--- src/rtl/upc_pkg.sv ---
`timescale 1ns / 1ps

package upc_pkg;

  localparam logic [7:0] PCT_CHAR = 8'h25;

  // Decode phase codes.
  localparam logic [1:0] PH_IDLE  = 2'd0;
  localparam logic [1:0] PH_PCT   = 2'd1;
  localparam logic [1:0] PH_DIGIT = 2'd2;

  // One item's worth of output: up to three bytes, plus the string end flag.
  typedef struct packed {
    logic [7:0] b0;
    logic [7:0] b1;
    logic [7:0] b2;
    logic [1:0] cnt;
    logic       last;
  } upc_job_t;

  // Letters and digits pass through the encoder untouched.
  function automatic logic is_plain(input logic [7:0] b);
    return (b >= 8'h30 && b <= 8'h39) || (b >= 8'h41 && b <= 8'h5A) ||
           (b >= 8'h61 && b <= 8'h7A);
  endfunction

  function automatic logic is_hex(input logic [7:0] b);
    return (b >= 8'h30 && b <= 8'h39) || (b >= 8'h41 && b <= 8'h46) ||
           (b >= 8'h61 && b <= 8'h66);
  endfunction

  // Only meaningful where is_hex holds.
  function automatic logic [3:0] hex_val(input logic [7:0] b);
    logic [7:0] v;
    if (b <= 8'h39) begin
      v = b - 8'h30;
    end else if (b <= 8'h46) begin
      v = b - 8'h37;
    end else begin
      v = b - 8'h57;
    end
    return v[3:0];
  endfunction

  // Uppercase hex character for one nibble.
  function automatic logic [7:0] hex_char(input logic [3:0] nib);
    if (nib < 4'd10) begin
      return 8'h30 + {4'h0, nib};
    end
    return 8'h37 + {4'h0, nib};
  endfunction

endpackage

--- src/rtl/upc_front.sv ---
`timescale 1ns / 1ps

module upc_front (
  input  logic              clk,
  input  logic              rst_n,
  input  logic              cfg_we,
  input  logic              cfg_wdata,
  input  logic              acc,
  input  logic [7:0]        in_byte,
  input  logic              in_last,
  output upc_pkg::upc_job_t job,
  output logic              job_push
);
  import upc_pkg::*;

  logic       mode_r;
  logic [1:0] phase_r, phase_nxt;
  logic [7:0] held_r, held_nxt;
  logic       hexb, pctb;
  logic [7:0] dec_byte;

  assign hexb     = is_hex(in_byte);
  assign pctb     = (in_byte == PCT_CHAR);
  assign dec_byte = {hex_val(held_r), hex_val(in_byte)};

  always_comb begin
    job       = '0;
    job.last  = in_last;
    phase_nxt = phase_r;
    if (!mode_r) begin
      if (is_plain(in_byte)) begin
        job.cnt = 2'd1;
        job.b0  = in_byte;
      end else begin
        job.cnt = 2'd3;
        job.b0  = PCT_CHAR;
        job.b1  = hex_char(in_byte[7:4]);
        job.b2  = hex_char(in_byte[3:0]);
      end
    end else begin
      unique case (phase_r)
        PH_PCT: begin
          if (hexb) begin
            if (in_last) begin
              job.cnt   = 2'd2;
              job.b0    = PCT_CHAR;
              job.b1    = in_byte;
              phase_nxt = PH_IDLE;
            end else begin
              phase_nxt = PH_DIGIT;
            end
          end else if (pctb) begin
            job.b0 = PCT_CHAR;
            job.b1 = PCT_CHAR;
            if (in_last) begin
              job.cnt   = 2'd2;
              phase_nxt = PH_IDLE;
            end else begin
              job.cnt   = 2'd1;
              phase_nxt = PH_PCT;
            end
          end else begin
            job.cnt   = 2'd2;
            job.b0    = PCT_CHAR;
            job.b1    = in_byte;
            phase_nxt = PH_IDLE;
          end
        end
        PH_DIGIT: begin
          if (hexb) begin
            job.cnt   = 2'd1;
            job.b0    = dec_byte;
            phase_nxt = PH_IDLE;
          end else begin
            job.b0 = PCT_CHAR;
            job.b1 = held_r;
            if (pctb) begin
              job.b2 = PCT_CHAR;
              if (in_last) begin
                job.cnt   = 2'd3;
                phase_nxt = PH_IDLE;
              end else begin
                job.cnt   = 2'd2;
                phase_nxt = PH_PCT;
              end
            end else begin
              job.cnt   = 2'd3;
              job.b2    = in_byte;
              phase_nxt = PH_IDLE;
            end
          end
        end
        default: begin
          if (pctb) begin
            if (in_last) begin
              job.cnt   = 2'd1;
              job.b0    = PCT_CHAR;
              phase_nxt = PH_IDLE;
            end else begin
              phase_nxt = PH_PCT;
            end
          end else begin
            job.cnt   = 2'd1;
            job.b0    = in_byte;
            phase_nxt = PH_IDLE;
          end
        end
      endcase
    end
    held_nxt = (phase_nxt == PH_DIGIT) ? in_byte : 8'h00;
  end

  assign job_push = acc && (job.cnt != 2'd0);

  always_ff @(posedge clk) begin
    if (!rst_n) begin
      mode_r  <= 1'b0;
      phase_r <= PH_IDLE;
      held_r  <= 8'h00;
    end else if (cfg_we) begin
      mode_r  <= cfg_wdata;
      phase_r <= PH_IDLE;
      held_r  <= 8'h00;
    end else if (acc && mode_r) begin
      phase_r <= phase_nxt;
      held_r  <= held_nxt;
    end
  end

endmodule

--- src/rtl/upc_fifo.sv ---
`timescale 1ns / 1ps

module upc_fifo #(
  parameter int QDEPTH = 2
) (
  input  logic              clk,
  input  logic              rst_n,
  input  logic              push,
  input  upc_pkg::upc_job_t wr_job,
  output logic              full,
  output logic              not_empty,
  output upc_pkg::upc_job_t rd_job,
  input  logic              pop
);
  import upc_pkg::*;

  localparam int PW = (QDEPTH > 1) ? $clog2(QDEPTH) : 1;
  localparam int CW = $clog2(QDEPTH + 1);
  localparam logic [PW-1:0] LAST_PTR = PW'(QDEPTH - 1);
  localparam logic [CW-1:0] FULL_CNT = CW'(QDEPTH);

  upc_job_t        mem_r [QDEPTH];
  logic [PW-1:0]   wp_r, rp_r;
  logic [CW-1:0]   cnt_r;

  assign full      = (cnt_r == FULL_CNT);
  assign not_empty = (cnt_r != '0);
  assign rd_job    = mem_r[rp_r];

  always_ff @(posedge clk) begin
    if (push) begin
      mem_r[wp_r] <= wr_job;
    end
  end

  always_ff @(posedge clk) begin
    if (!rst_n) begin
      wp_r  <= '0;
      rp_r  <= '0;
      cnt_r <= '0;
    end else begin
      if (push) begin
        wp_r <= (wp_r == LAST_PTR) ? '0 : wp_r + 1'b1;
      end
      if (pop) begin
        rp_r <= (rp_r == LAST_PTR) ? '0 : rp_r + 1'b1;
      end
      if (push && !pop) begin
        cnt_r <= cnt_r + 1'b1;
      end else if (pop && !push) begin
        cnt_r <= cnt_r - 1'b1;
      end
    end
  end

endmodule

--- src/rtl/upc_back.sv ---
`timescale 1ns / 1ps

module upc_back (
  input  logic              clk,
  input  logic              rst_n,
  input  logic              job_valid,
  input  upc_pkg::upc_job_t job,
  output logic              job_pop,
  output logic              out_valid,
  input  logic              out_stall,
  output logic [7:0]        out_byte,
  output logic              out_last
);
  import upc_pkg::*;

  logic [1:0] idx_r;
  logic       vld_r;
  logic [7:0] byte_r;
  logic       last_r;
  logic       load, fin;
  logic [7:0] sel_byte;

  assign load = job_valid && (!vld_r || !out_stall);
  assign fin  = (idx_r == job.cnt - 2'd1);
  assign job_pop = load && fin;

  always_comb begin
    case (idx_r)
      2'd0:    sel_byte = job.b0;
      2'd1:    sel_byte = job.b1;
      default: sel_byte = job.b2;
    endcase
  end

  always_ff @(posedge clk) begin
    if (!rst_n) begin
      idx_r <= 2'd0;
      vld_r <= 1'b0;
    end else begin
      if (load) begin
        vld_r <= 1'b1;
        idx_r <= fin ? 2'd0 : idx_r + 2'd1;
      end else if (!out_stall) begin
        vld_r <= 1'b0;
      end
    end
  end

  always_ff @(posedge clk) begin
    if (load) begin
      byte_r <= sel_byte;
      last_r <= job.last && fin;
    end
  end

  assign out_valid = vld_r;
  assign out_byte  = byte_r;
  assign out_last  = last_r;

endmodule

--- src/rtl/uri_percent_codec.sv ---
`timescale 1ns / 1ps

// URI percent encoder and decoder for a byte stream. With mode at 0 the block
// encodes: letters and digits pass through, and every other byte leaves as a
// '%' followed by two uppercase hex digits. With mode at 1 it decodes: a '%'
// and two hex digits (either case) become one byte, an incomplete escape is
// passed on raw, and anything still pending when a byte marked last arrives
// is flushed raw, with out_last on the final byte produced for that string.
// Writing mode also discards any pending escape, so it should only be written
// while the block is idle. A front stage takes one input transfer per cycle
// while the queue has room, works out the zero to three bytes it produces
// and places them in a short job queue of QDEPTH entries; a back stage sends
// one byte per cycle through an output register while out_stall is low. A
// plain byte is registered in the queue, then in the output register; an
// escape yields three bytes, and the input stalls only when the queue is full.
module uri_percent_codec #(
  parameter int QDEPTH = 2
) (
  input  logic       clk,
  input  logic       rst_n,
  input  logic       cfg_we,
  input  logic       cfg_mode,
  input  logic       in_valid,
  output logic       in_stall,
  input  logic [7:0] in_byte,
  input  logic       in_last,
  output logic       out_valid,
  input  logic       out_stall,
  output logic [7:0] out_byte,
  output logic       out_last
);
  import upc_pkg::*;

  upc_job_t wr_job, rd_job;
  logic     acc, push, full, not_empty, pop;

  // An input transfer completes whenever the job queue has room.
  assign in_stall = full;
  assign acc      = in_valid && !full;

  upc_front u_front (
    .clk       (clk),
    .rst_n     (rst_n),
    .cfg_we    (cfg_we),
    .cfg_wdata (cfg_mode),
    .acc       (acc),
    .in_byte   (in_byte),
    .in_last   (in_last),
    .job       (wr_job),
    .job_push  (push)
  );

  // Jobs that produce no bytes (a '%' or a first hex digit held for later) never enter the queue.
  upc_fifo #(
    .QDEPTH (QDEPTH)
  ) u_fifo (
    .clk       (clk),
    .rst_n     (rst_n),
    .push      (push),
    .wr_job    (wr_job),
    .full      (full),
    .not_empty (not_empty),
    .rd_job    (rd_job),
    .pop       (pop)
  );

  upc_back u_back (
    .clk       (clk),
    .rst_n     (rst_n),
    .job_valid (not_empty),
    .job       (rd_job),
    .job_pop   (pop),
    .out_valid (out_valid),
    .out_stall (out_stall),
    .out_byte  (out_byte),
    .out_last  (out_last)
  );

endmodule
--- config.mk ---
export PLATFORM = sky130hd
export DESIGN_NAME = uri_percent_codec
export DESIGN_NICKNAME = d
export VERILOG_FILES = /design/src/rtl/upc_pkg.sv /design/src/rtl/upc_front.sv /design/src/rtl/upc_fifo.sv /design/src/rtl/upc_back.sv /design/src/rtl/uri_percent_codec.sv
export SDC_FILE = /design/constraint.sdc
export NUM_CORES = 1
export LEC_CHECK = 0
export ABC_AREA = 1
export BUFFER_PORTS_ARGS = -buffer_cell sky130_fd_sc_hd__buf_2
export CAP_MARGIN = 20
export CORE_UTILIZATION = 40
export DETAILED_ROUTE_END_ITERATION = 6
export PLACE_DENSITY = 0.53
export SLEW_MARGIN = 20
export SYNTH_ARGS = -nofsm -noshare
export SYNTH_HDL_FRONTEND = slang
export SYNTH_SLANG_ARGS = --single-unit
--- constraint.sdc ---
create_clock -name clk -period 4.7 [get_ports clk]
set_input_delay 0.235 -clock clk [delete_from_list [all_inputs] [get_ports clk]]
set_output_delay 0.235 -clock clk [all_outputs]
set_load 0.02 [all_outputs]
### Yosys cells after proc, flatten, opt, wreduce, memory -nomap -nowiden

Memory sizes are Yosys's and may differ from the RTL's. A register that Yosys moved wholly into a read port is not among the register bits.
Cells that the tools add are included.

* reductions and logical operators: 28
* shifts and indexed selects: 0
* bitwise operators: 1
* eq/ne operators: 8
* mux-type cells: 58
* $mul: 0
* divide/modulo/power cells: 0
* $lt $le $gt $ge: 12
* add/sub/neg operators: 16

Operator list (count)
* $mux 8: 10
* $mux 16: 3
* $pmux 8 s2: 3
* $le 8x7->1 const B: 5
* $add 6x4->7 const A: 4
* $mux 26: 1
* $mux 2: 12
* $mux 1: 20
* $ge 8x7->1 const B: 2
* $le 8x6->1 const B: 2
* $mux 4: 4
* $sub 4x3->4 const B: 4
* $mux 14: 1
* $logic_and 1x1->1: 13
* $mux 10: 1
* $eq 8x6->1 const B: 1
* $ge 8x6->1 const B: 1
* $lt 4x4->1 const B: 2
* $pmux 2 s2: 2
* $sub 4x1->4 const B: 2
* $eq 2x2->1 const B: 3
* $mux 6: 1
* $reduce_bool 2->1: 3
* $logic_not 1->1: 5
* other kinds (10): 18

* latch bits: 0
* bits in read-only memories: 0
* bits in registers: 27
* output and inout port bits: 11
* memories kept: 1
* word-level logic and storage cells: 134
* memory bits (writable): 54
* bits of input ports: 15

Memory list
* u_fifo.mem_r: words 2, bits a word 27, read ports 1, clocked after Yosys merged registers in 1, wr ports 1, line upc_fifo.sv:22 `upc_job_t mem_r [QDEPTH];`

### Logic depth before layout (Yosys ltp)

* depth in word-level cells: 15
* gate-level depth with buffers: 21
* mapped depth without buffers: 20

### Hierarchy

Synthesis repeated with hierarchy kept, for this count alone.

* cell total of the unflattened synthesis: 496
* area total of the unflattened synthesis: 4790.8 um^2

By module, submodules not included
* upc_fifo: seq. area each 1721.7 um^2, cells each 119, area an instance 2279.7 um^2, times used 1
* upc_front: seq. area each 220.2 um^2, cells each 302, area an instance 1830.5 um^2, times used 1
* upc_back: seq. area each 330.3 um^2, cells each 73, area an instance 670.6 um^2, times used 1
* uri_percent_codec: seq. area each 0.0 um^2, cells each 2, area an instance 10.0 um^2, times used 1

### Worst setup path before layout

Ideal clock, no wire load.

* path type: input-to-reg
* start: input port in_byte[0]
* end: memory u_fifo.mem_r[0][0] (netlist bit) (enable)
* path slack: 1370 ps
* cell stages on the path: 17
* library setup time: 411 ps
* data required time: 4289 ps
* path buffers: 1
* arrival time: 2919 ps
* cell sequence: buf_2 inv_1 ha_1 inv_1 nor2_1 nand3_1 nand2_1 nand2_1 nand2_2 nand3_4 nor2_4 nand3_4 nand3_4 nor2_4 nor2_4 inv_1 nor2_1

RTL lines
* from (decl): line uri_percent_codec.sv:25 `input logic [7:0] in_byte,`
* to (decl): line upc_fifo.sv:22

### Final worst setup path

* start: register u_front.mode_r
* end: memory u_fifo.mem_r[1][13] (netlist bit) (enable)

* word-level cells in the longest chain between the ends: 5

RTL lines
* from (decl): line upc_front.sv:16 `logic mode_r;`
* from (signal assigned): line upc_front.sv:121 `mode_r <= cfg_wdata;`
* $mux 26: line upc_front.sv:30 `if (!mode_r) begin`
* $reduce_bool 2->1: line upc_front.sv:113 `assign job_push = acc && (job.cnt != 2'd0);`
* $logic_and 1x1->1: line upc_front.sv:113
* $mux 1: line upc_fifo.sv:31 `if (push) begin`
* $mux 1 (implied by the code): line upc_fifo.sv:32 `mem_r[wp_r] <= wr_job;`

Every way passes these cells.

==> flow_summary.ini <==
[cts]
cts.repair.resized = 0
cts_buffers = 9
cts_root_buf = clkbuf_8
cts_buffer_depth = 2
clkSlewWorstSetupHoldPaths_ns = 0.09
tritoncts = yes
htreeDepth = 3
cts_setup_buffers = 0
clk_latency_ns = 0.35
postCtsHoldBufs = 0
cts_sinks = 82

[logic_synthesis]
synth-edff-count = 63
synth_nets = 514
synth.distinct_cells = 42
synthCells = 482
ys.flop_type = edfxtp_1
synth_seq_area_share = 0.510
synth_warnings = 0
ys_ff_latch = 82
syn_area_um2 = 4450
async_flop_share = 0
synth.avg_cell_area_um2 = 9.24

[placed_design]
place.gp.congestion = 0.942
dp_hpwl_um = 8240
io_buffers = 25

[die]
die_y_um = 108
io_pins = 26
start_util = 0.411
rows = 38
die_x_um = 108
dieArea_um2 = 11600
core_um2 = 10800

[grt]
grtUsageTotal = 0.209
grt_max_degree = 29
grt_pass1_vias = 3335
grt_antenna_before_repair = 0
gr-total-overflow = 0
grt_pass1_wl_um = 17900

[timing]
worstMarginPinSlew_ns = 1.05
fin_crit_sh = 0.675
fin_crit_ns = 3.17
fin_tns_setup_ns = 0
drv_slew = 0
fin_skew_ns = 0.0140
setup_viol_count_final = 0
max_freq_mhz = 315
rsz0062_at_grt = no
maxSlewHeadroom = 0.300
hold_viol = 0

[route]
dr.pass1.iters = 4
drt_wl_total_um = 11200
drtIter0Drc = 282
num_vias = 3484
drc_errors = 0
wl_per_cell_um = 17.2
viasPerCell = 5.34
ant_nets = 0

[run]
timing.max_cap.violations = 0

[setup_path]
startpoint_type = flop
end_kind = flop
required_ns = 4.66
crit_chain = inv_1 -> nor2_1 -> inv_1 -> nor2_1 -> nand3_2 -> nand2_1 -> nor2_1 -> nand2_1 -> nand3_1 -> inv_1
crit_family = buffers and inverters
critPathMaxFanout = 27
cpMaxStageDelayCell = inv_1
max_stage_delay_ns = 0.77
path_class = flop to flop
cp_data_arrival_time_ns = 3.13
crit_buf_inv = 3

[layout]
fin_util = 0.456
areaGrowthSynthToFinish_pct = 11.1
drive_above_1_share = 0.150
diodes = 0
fin_nets = 539
n_fill_cell = 1077

[power_and_ir_drop]
power_per_cell_area_nw_per_um2 = 453
p_leak_uw = 0.00190
ir_drop_mv = 0.238

[worst_hold_path]
hp-class = input pin to flop

[status]
outcome = finished clean
[cell families after synthesis]
| logic type | count (synthesis) | share of synthesized area |
|---|---|---|
| AND/OR/NAND/NOR | 182 | 0.195 |
| AO/OA/AOI/OAI | 122 | 0.164 |
| flip-flops | 82 | 0.510 |
| buffers and inverters | 71 | 0.0669 |
| adder cells (fa/ha/maj) | 17 | 0.0478 |
| XOR/XNOR | 7 | 0.0138 |
| multiplexers | 1 | 0.00225 |
[layout by cell type, fill, tap and decap left out, types with 5 or more instances in the layout]
master     n
nand2_1   78
edfxtp_1  63
nor2_1    55
o21ai_0   50
inv_1     48
a21oi_1   29
buf_2     25
dfxtp_1   19
ha_1      17
nand3_1   15
o221ai_1  14
clkbuf_8  11
nor2_2     8
o21a_1     8
nand2_2    7
xor2_1     7
nor2_4     5
o211ai_1   5
[layout make-up]
type	instances	area (um^2)	share of cell area
clock inverters	3	47.5	0.00961
clock buffers	13	201	0.0407
well taps	140	175	0.0354
repair buffers	27	140	0.0283
inverters	58	226	0.0458
multi-input cells	329	1890	0.381
flip-flops and latches	82	2270	0.459
[per-layer routing]
layer	wire [um]	part of all wire	up-vias	GRT usage
li1	-	-	1724	-
met1	5110	0.46	1647	0.276
met2	5410	0.48	96	0.345
met3	456	0.041	17	0.0375
met4	246	0.022	0	0.0734
met5	0	0	-	0
[path summary, 6_finish.rpt]
path,start,end,slack [ns],depth (start not counted)
setup / recovery,u_front.mode_r,u_fifo.mem_r[1][13],1.53,10
hold / removal,out_stall,u_back.out_valid,0.15,3
setup reg to reg,u_front.mode_r,u_fifo.mem_r[1][13],1.53,10
hold reg to reg,u_front.held_r[2],u_front.held_r[2],0.48,2
[flip-flops by register name, summed over array words and instances, names as in the netlist, named ones only]
name              count
u_back.out_byte       8
u_fifo.rp_r           1
u_front.phase_r       2
u_back.idx_r          2
u_front.held_r        8
u_fifo.mem_r         54
u_fifo.wp_r           1
u_back.out_valid      1
u_back.out_last       1
u_front.mode_r        1
u_fifo.cnt_r          2
[worst reg2reg max path, stage by stage (launching register included)]
cell and delay [ns]:
dfxtp_1 0.64, inv_1 0.37, nor2_1 0.30, inv_1 0.10, nor2_1 0.18, nand3_2 0.14, nand2_1 0.09, nor2_1 0.05
nand2_1 0.06, nand3_1 0.07, inv_1 0.77
[cells in the mapped netlist (6+ instances only)]
cell type,instances,share of area
a21oi_1,29,0.033
clkbuf_1,6,0.0051
dfxtp_1,19,0.085
edfxtp_1,63,0.42
ha_1,17,0.048
inv_1,48,0.040
nand2_1,78,0.066
nand2_2,7,0.0098
nand3_1,15,0.017
nor2_1,56,0.047
nor2_2,7,0.0098
o21a_1,8,0.013
o21ai_0,50,0.056
o221ai_1,14,0.028
xor2_1,7,0.014
[metrics by stage]
| step | instances | total power [uW] | worst slack (ns) | hold WS [ns] | instance area [um^2] |
|---|---|---|---|---|---|
| floorplan | 482 | 1460 | 1.37 | 0.333 | 4450 |
| global placement | 636 | 1650 | 1.31 | 0.458 | 4700 |
| detailed placement | 636 | 1660 | 1.28 | 0.471 | 4700 |
| CTS | 652 | 2270 | 1.52 | 0.131 | 4950 |
| global route | 652 | 2390 | 1.26 | 0.145 | 4950 |
| finish | 652 | 2240 | 1.53 | 0.146 | 4950 |
[power breakdown]
part	switching, uW	internal, uW
clock	264	343
sequential	39.5	965
combinational	435	195
Power figures use the tool's default switching activity.
